**config.mk**
```make
export PLATFORM = sky130hd
export DESIGN_NAME = particle_sensor_frame_parser_unit
export DESIGN_NICKNAME = d
export VERILOG_FILES = /design/src/rtl/psfp_pkg.sv /design/src/rtl/psfp_frame.sv /design/src/rtl/psfp_out.sv /design/src/rtl/particle_sensor_frame_parser_unit.sv
export SDC_FILE = /design/constraint.sdc
export NUM_CORES = 1
export LEC_CHECK = 0
export ABC_AREA = 1
export BUFFER_PORTS_ARGS = -buffer_cell sky130_fd_sc_hd__buf_2
export CAP_MARGIN = 15
export CORE_MARGIN = 3
export CORE_UTILIZATION = 50
export CTS_CLUSTER_DIAMETER = 100
export DETAILED_ROUTE_END_ITERATION = 7
export PLACE_DENSITY = 0.68
export REMOVE_ABC_BUFFERS = 1
export SETUP_SLACK_MARGIN = 0.02
export SLEW_MARGIN = 10
export SYNTH_ARGS = -nofsm -noshare
export SYNTH_HDL_FRONTEND = slang
export SYNTH_SLANG_ARGS = --single-unit
export TNS_END_PERCENT = 50
```
**constraint.sdc**
```tcl
create_clock -name clk -period 4.3 [get_ports clk]
set_clock_uncertainty 0.1 [all_clocks]
set_input_delay 0 -clock clk [delete_from_list [all_inputs] [get_ports clk]]
set_output_delay 0 -clock clk [all_outputs]
set_load 0.01 [all_outputs]
```
**src/rtl/psfp_pkg.sv**
```systemverilog
`timescale 1ns / 1ps

package psfp_pkg;

	localparam logic [7:0] START_MARKER = 8'h42;

	localparam int unsigned PM25_HI_POS = 6;
	localparam int unsigned PM25_LO_POS = 7;
	localparam int unsigned PM10_HI_POS = 8;
	localparam int unsigned PM10_LO_POS = 9;

	typedef struct packed {
		logic        done;
		logic        ok;
		logic [15:0] pm2_5;
		logic [15:0] pm10;
	} frame_result_t;

endpackage

```
**src/rtl/psfp_frame.sv**
```systemverilog
`timescale 1ns / 1ps

module psfp_frame #(
	parameter int unsigned FRAME_BYTES = 32
) (
	input  logic                   clk,
	input  logic                   arst_n,
	input  logic                   take,
	input  logic [7:0]             rx_byte,
	output psfp_pkg::frame_result_t result
);

	localparam int unsigned PW = $clog2(FRAME_BYTES);

	localparam logic [PW-1:0] SUM_HI_POS = PW'(FRAME_BYTES - 2);
	localparam logic [PW-1:0] POS_25_HI  = PW'(psfp_pkg::PM25_HI_POS);
	localparam logic [PW-1:0] POS_25_LO  = PW'(psfp_pkg::PM25_LO_POS);
	localparam logic [PW-1:0] POS_10_HI  = PW'(psfp_pkg::PM10_HI_POS);
	localparam logic [PW-1:0] POS_10_LO  = PW'(psfp_pkg::PM10_LO_POS);

	logic          in_frame_q;
	logic [PW-1:0] pos_q;
	logic [15:0]   sum_q;
	logic [15:0]   pend_25_q;
	logic [15:0]   pend_10_q;
	logic [7:0]    sum_hi_q;
	logic [15:0]   stored_25_q;
	logic [15:0]   stored_10_q;

	logic is_body;
	logic is_sum_hi;
	logic is_last;
	logic sum_match;

	assign is_body   = in_frame_q && (pos_q < SUM_HI_POS);
	assign is_sum_hi = in_frame_q && (pos_q == SUM_HI_POS);
	assign is_last   = in_frame_q && (pos_q > SUM_HI_POS);
	assign sum_match = ({sum_hi_q, rx_byte} == sum_q);

	always_comb begin
		result.done  = take && is_last;
		result.ok    = sum_match;
		result.pm2_5 = sum_match ? pend_25_q : stored_25_q;
		result.pm10  = sum_match ? pend_10_q : stored_10_q;
	end

	always_ff @(posedge clk or negedge arst_n) begin
		if (!arst_n) begin
			in_frame_q  <= 1'b0;
			pos_q       <= '0;
			sum_q       <= '0;
			pend_25_q   <= '0;
			pend_10_q   <= '0;
			sum_hi_q    <= '0;
			stored_25_q <= '0;
			stored_10_q <= '0;
		end else if (take) begin
			if (!in_frame_q) begin
				if (rx_byte == psfp_pkg::START_MARKER) begin
					in_frame_q <= 1'b1;
					pos_q      <= PW'(1);
					sum_q      <= {8'h00, rx_byte};
					pend_25_q  <= '0;
					pend_10_q  <= '0;
					sum_hi_q   <= '0;
				end
			end else if (is_body) begin
				sum_q <= sum_q + {8'h00, rx_byte};
				pos_q <= pos_q + PW'(1);
				if (pos_q == POS_25_HI) pend_25_q[15:8] <= rx_byte;
				if (pos_q == POS_25_LO) pend_25_q[7:0]  <= rx_byte;
				if (pos_q == POS_10_HI) pend_10_q[15:8] <= rx_byte;
				if (pos_q == POS_10_LO) pend_10_q[7:0]  <= rx_byte;
			end else if (is_sum_hi) begin
				sum_hi_q <= rx_byte;
				pos_q    <= pos_q + PW'(1);
			end else begin
				if (sum_match) begin
					stored_25_q <= pend_25_q;
					stored_10_q <= pend_10_q;
				end
				in_frame_q <= 1'b0;
				pos_q      <= '0;
				sum_q      <= '0;
			end
		end
	end

endmodule

```
**src/rtl/psfp_out.sv**
```systemverilog
`timescale 1ns / 1ps

module psfp_out (
	input  logic                    clk,
	input  logic                    arst_n,
	input  psfp_pkg::frame_result_t result,
	output logic                    free,
	output logic                    out_valid,
	input  logic                    out_ready,
	output logic                    frame_ok,
	output logic [15:0]             pm2_5_value,
	output logic [15:0]             pm10_value
);

	logic        valid_q;
	logic        ok_q;
	logic [15:0] pm25_q;
	logic [15:0] pm10_q;

	assign free        = !valid_q || out_ready;
	assign out_valid   = valid_q;
	assign frame_ok    = ok_q;
	assign pm2_5_value = pm25_q;
	assign pm10_value  = pm10_q;

	always_ff @(posedge clk or negedge arst_n) begin
		if (!arst_n) begin
			valid_q <= 1'b0;
			ok_q    <= 1'b0;
			pm25_q  <= '0;
			pm10_q  <= '0;
		end else if (free) begin
			valid_q <= result.done;
			if (result.done) begin
				ok_q   <= result.ok;
				pm25_q <= result.pm2_5;
				pm10_q <= result.pm10;
			end
		end
	end

endmodule

```
**src/rtl/particle_sensor_frame_parser_unit.sv**
```systemverilog
`timescale 1ns / 1ps

// Parses a particulate sensor's serial frames one byte per request, one request
// per clock. Bytes are dropped until the start marker 0x42, which opens a frame of
// FRAME_BYTES bytes; the first FRAME_BYTES-2 bytes are summed modulo 2^16 and
// checked against the big-endian checksum in the last two. Each completed frame
// gives one result in the cycle after its last byte is taken: the checksum
// verdict and the PM2.5 (bytes 6-7) and PM10 (bytes 8-9) readings of the last
// good frame, zero until one arrives. The frame state updates with each byte
// taken and the result sits in one output register, so input stalls only while
// that register holds a result that is not taken.

module particle_sensor_frame_parser_unit #(
	parameter int unsigned FRAME_BYTES = 32
) (
	input  logic        clk,
	input  logic        arst_n,
	input  logic        in_valid,
	output logic        in_ready,
	input  logic [7:0]  rx_byte,
	output logic        out_valid,
	input  logic        out_ready,
	output logic        frame_ok,
	output logic [15:0] pm2_5_value,
	output logic [15:0] pm10_value
);

	psfp_pkg::frame_result_t result;
	logic                    free;

	assign in_ready = free;

	psfp_frame #(
		.FRAME_BYTES(FRAME_BYTES)
	) u_frame (
		.clk    (clk),
		.arst_n (arst_n),
		.take   (in_valid && free),
		.rx_byte(rx_byte),
		.result (result)
	);

	psfp_out u_out (
		.clk        (clk),
		.arst_n     (arst_n),
		.result     (result),
		.free       (free),
		.out_valid  (out_valid),
		.out_ready  (out_ready),
		.frame_ok   (frame_ok),
		.pm2_5_value(pm2_5_value),
		.pm10_value (pm10_value)
	);

endmodule

```
* Word-level counts from Yosys, hierarchy flattened *
Cells that the tools add are included.
Widths: inputs -> output; s select.

word-level totals
  register bits = 128
  word-level logic and storage cells = 79

cells by class
  add/subtract/negate cells = 2
  order comparisons = 2
  eq/ne operators = 15
  mux-type cells = 27
  bitwise logic cells = 2
  reductions and logical operators = 17

operators by type and width
  operator             number
  $mux 16              11
  $mux 8               8
  $reduce_and 4->1     6
  $mux 5               4
  $add 16x8->16        1
  $eq 16x16->1         1
  $ne 2x2->1 const B   7
  $eq 5x3->1 const B   2
  $eq 5x4->1 const B   2
  $eq 8x7->1 const B   1
  $add 5x1->5 const B  1
  $eq 5x5->1 const B   1
  $gt 5x5->1 const B   1
  $logic_and 1x1->1    5
  $lt 5x5->1 const B   1
  $mux 1               4
  $reduce_and 2->1     2
  $ne 3x3->1 const B   1
  $reduce_and 3->1     1
  $not 1->1            2
  $reduce_bool 2->1    1
  $logic_not 1->1      1
  $logic_or 1x1->1     1

* Depth between registers and ports, before layout *
Gate-level depths: netlist (run 1).

  depth in word-level cells = 5
  depth in mapped cells = 11
  mapped depth without buffers = 11

* Modules after synthesis *
Synthesis (run 1) repeated with hierarchy kept, for this count alone.

second synthesis, totals
  cells, all modules = 855
  area total of the unflattened synthesis = 6,791.5 um2

modules (own cells, without submodules)
  module                             times used  cells each  area each (um2)
  psfp_frame                         1           706         5,413.9
  psfp_out                           1           147         1,370.1
  particle_sensor_frame_parser_unit  1           2           7.5

* Worst setup path after synthesis (run 1) *
OpenSTA, ideal clock, no wires.

  path type = register to register
  start = register u_frame.sum_q[3]
  end = register u_frame.stored_10_q[0]
  arrival = 1.592 ns
  data required time = 4.081 ns
  path slack = 2.489 ns
  cell stages (with the launch flop) = 11
  path buffers = 1
  period minus slack after synthesis = 1.811 ns
  path through = dfrtp_1 ha_1 inv_1 nand2_1 nor3_1 nand3_2 nor2_4 buf_6 nand2_1 nand3_1 nand2_1

on the way
  longest elaborated chain between the ends = 2

RTL lines
  what                    RTL line          RTL
  from (decl)             psfp_frame.sv:23  logic [15:0] sum_q;
  from (signal assigned)  psfp_frame.sv:62  sum_q <= {8'h00, rx_byte};
  from (signal assigned)  psfp_frame.sv:68  sum_q <= sum_q + {8'h00, rx_byte};
  $eq 16x16->1            psfp_frame.sv:38  assign sum_match = ({sum_hi_q, rx_byte} == sum_q);
  $mux 16                 -
  to (signal assigned)    psfp_frame.sv:80  stored_10_q <= pend_10_q;
  to (decl)               psfp_frame.sv:28  logic [15:0] stored_10_q;

Every way passes these cells.
A chain may end at the register's enable or synchronous reset.

* Worst setup path in the final report (run 1) *
  start = register u_frame.sum_q[3]
  end = register u_frame.stored_25_q[5]

on the way
  longest elaborated chain between the ends = 2

RTL lines
  what                  RTL line          RTL
  $eq 16x16->1          psfp_frame.sv:38
  $mux 16               -
  to (signal assigned)  psfp_frame.sv:79  stored_25_q <= pend_25_q;
  to (decl)             psfp_frame.sv:27  logic [15:0] stored_25_q;

Every way passes these cells.

==> results of run 1 <==
synth_stat cells (12+ instances only):
cell | instances | area (sq um)
dfrtp_1 | 128 | 3200
ha_1 | 12 | 150
nand2_2 | 13 | 81.3
nand2_1 | 343 | 1290
a21oi_1 | 17 | 85.1
o21ai_1 | 19 | 95.1
buf_6 | 12 | 135
inv_1 | 111 | 417
o21ai_0 | 40 | 200
nand3_1 | 40 | 200
nand3_2 | 19 | 190
nor2_1 | 28 | 105
path summary, 6_finish.rpt:
| check | startpoint | endpoint | slack, ns | depth (start not counted) |
|---|---|---|---|---|
| setup / recovery | u_frame.sum_q[3]$_DFFE_PN0P_ | u_frame.stored_25_q[5]$_DFFE_PN0P_ | 1.84 | 9 |
| hold / removal | arst_n | u_out.pm10_value[3]$_DFFE_PN0P_ | 0.08 | 2 |
| setup reg to reg | u_frame.sum_q[3]$_DFFE_PN0P_ | u_frame.stored_25_q[5]$_DFFE_PN0P_ | 1.84 | 9 |
| hold reg to reg | u_out.pm2_5_value[4]$_DFFE_PN0P_ | u_out.pm2_5_value[4]$_DFFE_PN0P_ | 0.37 | 2 |
| max in group asynchronous | arst_n | u_frame.sum_q[9]$_DFFE_PN0P_ | 3.03 | 3 |
| min in group clk | in_valid | u_frame.pos_q[0]$_DFFE_PN0P_ | 0.14 | 5 |
power groups by stage:
stage	sequential [mW]	combinational [mW]	clock (mW)
2_1_floorplan	1.60	0.873	0
3_3_place_gp	1.64	1.15	0
3_5_place_dp	1.65	1.16	0
4_1_cts	1.63	1.18	1.44
5_1_grt	1.67	1.37	1.50
6_report	1.63	1.17	1.43
per-layer routing:
layer / global-route usage, % / wire length (microns) / vias to the layer above
met1: 28.1 / 6830 / 2460
met2: 33.3 / 6440 / 97
met4: 5.37 / 166 / 0
li1: - / - / 2677
met5: 0 / 0 / -
met3: 5.14 / 507 / 15
worst max-delay path, delay by kind of cell (launching register included):
family / cells / cell delay [ns]
buf+inv: 1 / 0.10
simple gates: 7 / 1.39
fa+ha+maj: 1 / 0.34
flops: 1 / 0.39
stage by stage:
step / util [%] / power, mW
6_report: 58.8 / 4.23
5_1_grt: 58.8 / 4.53
4_1_cts: 58.8 / 4.26
3_5_place_dp: 53.4 / 2.81
3_3_place_gp: 53.4 / 2.79
2_1_floorplan: - / 2.47
final cells by class:
class,instances,area [sq um]
multi-input combinational,563,2640
fill,1174,5220
tap,172,215
clock buffer,20,437
clock inverter,10,138
sequential,128,3200
timing repair buffer,63,390
inverter,116,435
state kept, by name, indices dropped and copies added (netlist names):
signal               cells
u_out.out_valid          1
u_out.pm10_value        16
u_frame.pos_q            5
u_out.pm2_5_value       16
u_frame.pend_10_q       16
u_frame.in_frame_q       1
u_frame.stored_25_q     16
u_frame.sum_q           16
u_out.frame_ok           1
u_frame.stored_10_q     16
u_frame.pend_25_q       16
u_frame.sum_hi_q         8
kinds of logic after synthesis:
group | Yosys count | share of synthesized area, %
buffers and inverters | 143 | 10.2
adder cells (fa/ha/maj) | 13 | 2.62
XOR/XNOR | 3 | 0.404
AND/OR/NAND/NOR | 469 | 31.4
flip-flops | 128 | 49.3
AO/OA/AOI/OAI | 78 | 6.12
==> impl_metrics.csv, run 1 <==
group,metric,value,unit
floorplan,die_y,120,microns
timing,clock.fmax,406,MHz
synthesis,yosys_warnings,0,
route,detail_route.wl_per_cell,13.0,microns
setup_path,critPathMaxStageDelay,0.63,ns
clocking,clock_path_buffers,2,
clocking,ctsResizeCount,0,
floorplan,io_pins,47,
outcome,status,"complete, no violations",
clocking,clock-sinks,128,
placement,place_area,0.00676,sq mm
timing,fin_crit_sh,57.3,%
setup_path,crit_fanout,32,
timing,hold_viol_final,0,
placement,dpl_worst_slack,1.83,ns
clocking,htree_levels,4,
pwr,power.leakage,4.19,nW
pwr,p_switching,1.48,mW
timing,setup_violations,0,
pwr,power_switching_share,35.1,%
pwr,seqPwrFrac,38.6,%
timing,holdWs,0.0779,ns
timing,worst_slew_margin_rel,33.5,%
synthesis,synthesis.instances,834,
floorplan,die_x,120,microns
cells_and_area,nets,914,
synthesis,async_flop_share,100,%
floorplan,fp.coreArea,0.0127,sq mm
cells_and_area,antenna_cells,0,
synthesis,syn_area_per_cell,7.80,sq um
timing,fin_ws,1.84,ns
clocking,cts-root-buf,"clkbuf_16",
setup_path,path_cells,"ha_1 > inv_1 > nand2_1 > nor3_1 > nand3_2 > nor2_4 > nand2_1 > nand3_1 > nand2_1",
timing,fin_crit,2.46,ns
cells_and_area,final_cell_mix,"nand2_1, dfrtp_1, inv_1",
synthesis,synth_area,0.00650,sq mm
synthesis,synth-seq-cells,128,
floorplan,start_util,51.3,%
clocking,holdBufCountCts,12,
setup_path,critPathLaunchType,"flip-flop",
route,drt_iter0_markers,353,
floorplan,die-area,0.0144,sq mm
floorplan,rows,41,
global_routing,grt.total_usage,20.7,%
setup_path,crit_required,4.50,ns
timing,rsz0062_at_grt,"false",
clocking,cts_buffers,17,
pwr,p_int,2.75,mW
pwr,comb_power_share,27.7,%
global_routing,grt_remaining_overflow,0,
setup_path,crit_path_end_kind,"flip-flop",
cells_and_area,area.growth.synth_to_final,14.7,%
cells_and_area,final_common_cell,"nand2_1",
clocking,clk_transition_reported_paths,0.06,ns
placement,dp_cells,1030,
pwr,max-vdd-ir-drop,0.000305,V
global_routing,grt_max_degree,57,
clocking,cts_tree,"done",
flow_run,drv_cap,0,
route,route.detailed.drc,0,
pwr,power.density,568,mW/mm^2
cells_and_area,drive_above_1_share,13.9,%
setup_path,cp_common_cell,"nand2_1",
timing,finalSetupTns,0,ns
placement,place_hpwl,9.07,mm
clocking,clk_latency,0.41,ns
placement,io_buffers,46,
global_routing,grt_pass1_wl,23.9,mm
clocking,post-cts-setup-buffer-count,0,
timing,slew_violations,0,
worst_hold_path,hp-class,"in2async",
route,drtAntennaViolNets,0,
setup_path,worstPathArrival,2.66,ns
global_routing,antenna_found_initial,0,
pwr,clockPowerShare,33.7,%
setup_path,cpMaxStageDelayCell,"nor2_4",
route,via_per_inst,4.90,
cells_and_area,instances_no_fill,1072,
synthesis,ys_types,31,
cells_and_area,design_area,0.00746,sq mm
timing,worst_pin_slew,0.990,ns
synthesis,ys.flop_type,"dfrtp_1",
setup_path,setup.worst_path.class,"reg2reg",
synthesis,seq_area_frac_synth,49.3,%
placement,gp_congestion,0.892,
global_routing,grt_pass1_vias,4954,
route,drt_pass1_iterations,5,
route,routed_wl,13.9,mm
synthesis,synth_edf_count,0,
route,vias,5249,
(Power assumes the default switching activity.)
==> run 2: changes to the inputs <==
Settings changed: ABC_AREA 1 to 0.
Clock period 4.3 ns to 2.5 ns, I/O delays scaled along.
==> run 2 against run 1 <==
Critical endpoint is now u_out.pm10_value[13]$_DFFE_PN0P_. Non-clock buffer count rose by 16. Sequential share of layout area rose by 1.3 points. Combinational power rose by 61%. Final cell count fell by 32%. Clock-buffer cell count rose by 2. Flip-flop and latch count did not move. Die area fell by 9.2%. Sequential power rose by 78%. Utilization rose by 5.9 points. Synthesized cell count fell by 40%.
==> impl_metrics.csv, run 2 <==
group,metric,value,unit
clocking,clk_transition_reported_paths,0.05,ns
cells_and_area,instances_no_fill,726,
route,detail_route.wl_per_cell,16.5,microns
synthesis,synth_area,0.00587,sq mm
synthesis,ys_types,42,
timing,fin_crit,2.38,ns
global_routing,grt_max_degree,59,
floorplan,die_x,114,microns
setup_path,crit_required,2.69,ns
timing,rsz0062_at_grt,"true",
setup_path,critPathMaxStageDelay,0.38,ns
synthesis,ys_top_cells_by_count,"dfrtp_1, nand2_1, mux2_1",
timing,slew_violations,0,
route,drtAntennaViolNets,0,
pwr,max-vdd-ir-drop,0.000636,V
placement,dp_cells,687,
global_routing,grt_pass1_vias,4124,
placement,io_buffers,46,
setup_path,path_cells,"ha_1 > nor4_2 > nand4_1 > nor4_4 > buf_12 > buf_4 > buf_12 > mux2i_1 > o21ai_1",
clocking,cts_tree,"done",
route,drt_iter0_markers,228,
pwr,power.density,981,mW/mm^2
setup_path,reg2reg_to,"u_out.pm10_value[13]$_DFFE_PN0P_",
cells_and_area,nets,602,
route,via_per_inst,5.57,
pwr,power_switching_share,31.0,%
floorplan,start_util,52.6,%
cells_and_area,fill_cells,846,
synthesis,synth-seq-cells,128,
timing,clock.fmax,420,MHz
cells_and_area,area.growth.synth_to_final,23.1,%
clocking,cts_buffers,17,
timing,setup_violations,0,
cells_and_area,fin_util,64.7,%
route,routed_wl,11.9,mm
timing,fin_crit_sh,95.3,%
flow_run,drv_cap,0,
synthesis,synth_edf_count,0,
clocking,clock-sinks,128,
cells_and_area,drive_above_1_share,24.9,%
pwr,p_int,4.90,mW
placement,place_hpwl,8.23,mm
route,drt_pass1_iterations,5,
synthesis,syn_area_per_cell,11.7,sq um
route,route.detailed.drc,0,
clocking,clock_path_buffers,2,
synthesis,synthTopCellsByArea,"dfrtp_1, mux2_1, mux2_2",
cells_and_area,final_common_cell,"dfrtp_1",
global_routing,grt.total_usage,20.1,%
floorplan,die_y,114,microns
timing,worst_pin_slew,0.774,ns
setup_path,worstRegToRegCells,9,
synthesis,synth_most_common_cell,"dfrtp_1",
clocking,htree_levels,4,
worst_hold_path,hp-class,"in2async",
synthesis,async_flop_share,100,%
floorplan,fp.coreArea,0.0112,sq mm
synthesis,ys.flop_type,"dfrtp_1",
synthesis,seq_area_frac_synth,54.5,%
timing,worst_slew_margin_rel,48.2,%
setup_path,worstReg2RegStart,"u_frame.sum_q[0]$_DFFE_PN0P_",
setup_path,setup.worst_path.class,"reg2reg",
cells_and_area,antenna_cells,0,
global_routing,grt_remaining_overflow,0,
timing,fin_ws,0.119,ns
pwr,power.leakage,3.35,nW
setup_path,worstPathArrival,2.57,ns
outcome,status,"complete, no violations",
setup_path,r2r_slack,0.12,ns
synthesis,synthesis.instances,500,
timing,hold_viol_final,0,
setup_path,crit_path_end_kind,"flip-flop",
cells_and_area,final_cell_mix,"dfrtp_1, nand2_1, buf_2",
setup_path,cpMaxStageDelayCell,"dfrtp_1",
pwr,seqPwrFrac,40.9,%
route,vias,4042,
clocking,cts-root-buf,"clkbuf_16",
synthesis,yosys_warnings,0,
placement,gp_congestion,0.885,
setup_path,crit_fanout,7,
pwr,p_switching,2.20,mW
setup_path,critPathLaunchType,"flip-flop",
floorplan,die-area,0.0131,sq mm
setup_path,cp_common_cell,"buf_12",
floorplan,rows,38,
synthesis,yosys.area.top_type_share,54.5,%
global_routing,grt_pass1_wl,20.6,mm
global_routing,antenna_found_initial,0,
pwr,comb_power_share,26.5,%
floorplan,io_pins,47,
synthesis,yosys.area.top_type,"dfrtp_1",
timing,holdWs,0.0112,ns
pwr,clockPowerShare,32.6,%
clocking,clk_latency,0.41,ns
placement,dpl_worst_slack,-0.118,ns
==> run 2: cell types whose count changed in the layout (fill, tap and decap cells not counted), moves of 30 or more <==
cell and delta:
nand2_1 -281, mux2_2 +32, mux2_1 +40, inv_1 -101
mux2i_1 +30
==> run 2: logic make-up (layout without fill, tap and decap cells) <==
group           Yosys count  in the layout  synth area share, %
compound gates           80             80                 8.25
xor+xnor                 13             13                 1.94
fa+ha+maj                13             13                 2.90
buf+inv                  31            117                 2.13
flops                   128            128                 54.5
mux                     104            104                 19.3
simple gates            131            131                 11.0
==> run 2: area by class of cell <==
class | instances | area, sq um | share of cell area [%]
multi-input cells | 341 | 2670 | 36.9
well taps | 140 | 175 | 2.42
clock buffers | 22 | 464 | 6.42
flip-flops and latches | 128 | 3200 | 44.3
repair buffers | 79 | 598 | 8.27
clock inverters | 6 | 86.3 | 1.19
inverters | 10 | 37.5 | 0.519
==> run 2: how the worst max path moves through the flow <==
stage	end	slack, ns	cells past startpoint	from
floorplan	u_frame.stored_10_q[0]$_DFFE_PN0P_	-2.16	6	u_frame.sum_q[4]$_DFFE_PN0P_
global placement	u_frame.stored_10_q[3]$_DFFE_PN0P_	0.06	7	u_frame.sum_q[5]$_DFFE_PN0P_
detailed placement	u_frame.stored_25_q[5]$_DFFE_PN0P_	-0.12	7	u_frame.sum_q[7]$_DFFE_PN0P_
CTS	u_frame.stored_10_q[5]$_DFFE_PN0P_	0.03	7	u_frame.sum_q[5]$_DFFE_PN0P_
global route	u_out.pm10_value[13]$_DFFE_PN0P_	-0.01	9	u_frame.sum_q[6]$_DFFE_PN0P_
finish	u_out.pm10_value[13]$_DFFE_PN0P_	0.12	9	u_frame.sum_q[0]$_DFFE_PN0P_
==> run 2: critical path: cells and delay by family (launching register included) <==
kind	cells	cell delay, ns
mux	1	0.20
fa+ha+maj	1	0.32
simple gates	3	0.74
buf+inv	3	0.43
compound gates	1	0.07
flops	1	0.38
==> run 2: power by group through the flow <==
stage          Combinational [mW]  Sequential [mW]  Clock (mW)
3_5_place_dp                 1.73             2.91           0
3_3_place_gp                 1.66             2.87           0
6_report                     1.88             2.90        2.31
4_1_cts                      1.76             2.87        2.36
5_1_grt                      2.09             2.97        2.45
2_1_floorplan                1.23             2.80           0
==> run 2: layer usage <==
metal  track usage, %  wire (microns)  vias to the layer above
met2             32.7            5950                       89
met3             5.66             443                       15
met5                0               0                        -
met4             6.33             170                        0
met1             26.3            5380                     2000
li1                 -               -                     1938
==> run 2: timing repair <==
action / 4_1_cts / 5_1_grt
cloned: 0 / 0
setup endpoints to repair: 62 / 61
pin swaps: 2 / 4
hold endpoints to repair: 104 / 0
hold buffers: 7 / 0
resized for setup: 1 / 15
buffers inserted: 0 / 4
==> run 2: per-stage QoR <==
stage | power [mW] | setup TNS [ns] | area (sq um)
after floorplan | 4.03 | -98.05 | 5780
after global placement | 4.53 | 0 | 6450
after detailed placement | 4.64 | -4.37 | 6450
after CTS | 7.00 | 0 | 7080
after global routing | 7.51 | -0.0140 | 7230
final | 7.10 | 0 | 7230
==> run 3: changes to the inputs <==
Settings changed: ABC_AREA 0 to 1.
==> run 3 against run 2 <==
Register-to-register slack improved by 0.22 ns. Flip-flop and latch count did not move. Combinational power rose by 9%. Clock power rose by 13%. Sequential share of layout area fell by 2.1 points. Sequential power fell by 3%. Final cell count rose by 48%. Via count rose by 28%. Fmax rose by 4.4%. Setup slack improved by 0.10 ns.
==> impl_metrics.csv, run 3 (synthesis results as in run 1) <==
group,metric,value,unit
timing,rsz0062_at_grt,"false",
setup_path,cp_common_cell,"nand2_1",
placement,gp_congestion,0.881,
placement,dpl_worst_slack,0.384,ns
setup_path,critPathMaxStageDelay,0.58,ns
cells_and_area,instances_no_fill,1076,
cells_and_area,antenna_cells,0,
floorplan,fp.coreArea,0.0127,sq mm
setup_path,crit_path_end_kind,"flip-flop",
route,drt_pass1_iterations,4,
timing,worst_slew_margin_rel,61.8,%
global_routing,grtUsageMet1,28.2,%
timing,hold_viol_final,0,
timing,slew_violations,0,
floorplan,die_x,120,microns
timing,fin_crit,2.28,ns
global_routing,grt_pass1_vias,5097,
timing,finalSetupTns,0,ns
setup_path,critPathLaunchType,"primary input",
route,drtAntennaViolNets,0,
global_routing,busiest_layer,"met2",
clocking,clock_path_buffers,2,
floorplan,rows,41,
worst_hold_path,hp-class,"in2async",
cells_and_area,final_common_cell,"nand2_1",
clocking,clock-sinks,128,
global_routing,grt_pass1_wl,24.4,mm
floorplan,die-area,0.0144,sq mm
clocking,cts_buffers,17,
setup_path,crit_family,"buffers and inverters",
global_routing,grt_max_degree,64,
route,drt_iter0_markers,311,
setup_path,setup.worst_path.class,"in2reg",
cells_and_area,nets,918,
placement,place_area,0.00682,sq mm
clocking,clk_transition_reported_paths,0.06,ns
global_routing,antenna_found_initial,0,
route,via_per_inst,4.83,
clocking,post-cts-setup-buffer-count,0,
floorplan,die_y,120,microns
clocking,htree_levels,4,
timing,fin_ws,0.220,ns
route,detail_route.wl_per_cell,12.9,microns
setup_path,reg2reg_to,"u_frame.stored_25_q[3]$_DFFE_PN0P_",
placement,io_buffers,46,
timing,setup_violations,0,
setup_path,worstRegToRegCells,10,
pwr,power.leakage,4.25,nW
setup_path,path_cells,"dlygate4sd3_1 > buf_2 > nand2_1 > nor3_2 > dlygate4sd3_1 > nand3_1 > nand2_2 > nand2_1 > nand2_1 > o21ai_0",
timing,clock.fmax,439,MHz
cells_and_area,design_area,0.00758,sq mm
setup_path,crit_required,2.67,ns
clocking,cts-root-buf,"clkbuf_16",
cells_and_area,drive_above_1_share,14.5,%
floorplan,start_util,51.3,%
cells_and_area,fin_util,59.8,%
global_routing,use_met3,4.57,%
cells_and_area,fill_cells,1165,
route,route.detailed.drc,0,
route,routed_wl,13.9,mm
clocking,clk_latency,0.42,ns
setup_path,crit_fanout,16,
setup_path,worstReg2RegStart,"u_frame.sum_q[3]$_DFFE_PN0P_",
cells_and_area,final_cell_mix,"nand2_1, dfrtp_1, inv_1",
placement,dp_cells,1033,
timing,fin_crit_sh,91.2,%
global_routing,grt_remaining_overflow,0,
pwr,max-vdd-ir-drop,0.000607,V
setup_path,critPathBufInv,3,
clocking,cts_tree,"done",
floorplan,io_pins,47,
outcome,status,"complete, no violations",
setup_path,r2r_slack,0.34,ns
cells_and_area,area.growth.synth_to_final,16.6,%
setup_path,worstPathArrival,2.46,ns
placement,place_hpwl,9.25,mm
timing,worst_pin_slew,0.573,ns
global_routing,grt.total_usage,21.1,%
global_routing,grt_use_met2,34.4,%
flow_run,drv_cap,0,
pwr,power.density,985,mW/mm^2
setup_path,cpMaxStageDelayCell,"dlygate4sd3_1",
route,vias,5192,
==> run 3: timing repair <==
action                     4_1_cts  5_1_grt
hold endpoints to repair       165        0
hold buffers                    13        0
resized for setup                0        1
setup endpoints to repair        0        3
==> run 3: metrics by stage <==
stage,hold WS [ns],power (mW)
floorplan,-0.396,4.25
global placement,-0.141,4.81
detailed placement,-0.143,4.85
CTS,0.0184,7.51
global route,0.0307,8.01
finish,0.0189,7.47
==> run 3: area by class of cell <==
class | instances | area [sq um] | area share, %
flip-flops and latches | 128 | 3200 | 42.2
repair buffers | 67 | 470 | 6.20
clock inverters | 9 | 158 | 2.08
clock buffers | 21 | 460 | 6.07
inverters | 116 | 435 | 5.74
well taps | 172 | 215 | 2.84
multi-input cells | 563 | 2640 | 34.8
==> run 3: worst register-to-register path: stages (launching register included) <==
cell,delay [ns]
dfrtp_1,0.39
ha_1,0.34
inv_1,0.11
nand2_1,0.05
nor3_1,0.21
nand3_2,0.15
inv_1,0.12
nand2_4,0.26
nand2_1,0.15
nand3_1,0.11
nand2_1,0.10
==> run 3: worst max-delay path by stage <==
stage                                      start  cells after the start  slack (ns)                            endpoint
CTS                                   rx_byte[5]                      9        0.21    u_frame.pend_25_q[9]$_DFFE_PN0P_
detailed placement  u_frame.sum_q[3]$_DFFE_PN0P_                     10        0.38   u_out.pm2_5_value[15]$_DFFE_PN0P_
finish                                rx_byte[1]                     10        0.22    u_frame.pend_10_q[7]$_DFFE_PN0P_
global route                          rx_byte[5]                      9        0.02    u_frame.pend_10_q[7]$_DFFE_PN0P_
floorplan           u_frame.pos_q[0]$_DFFE_PN0P_                      8        0.12          u_out.frame_ok$_DFFE_PN0P_
global placement    u_frame.sum_q[3]$_DFFE_PN0P_                     10        0.37  u_frame.stored_25_q[5]$_DFFE_PN0P_
==> run 3: power by group <==
part	total, mW	switching (mW)	internal [mW]
clock	2.61	0.894	1.71
combinational	2.05	1.35	0.705
sequential	2.82	0.320	2.50
total	7.47	2.56	4.91
==> run 3: routing by layer <==
metal / vias to the layer above / share of wire, %
li1: 2699 / -
met1: 2385 / 49
met2: 92 / 46
met3: 16 / 3.7
met4: 0 / 1.4
met5: - / 0
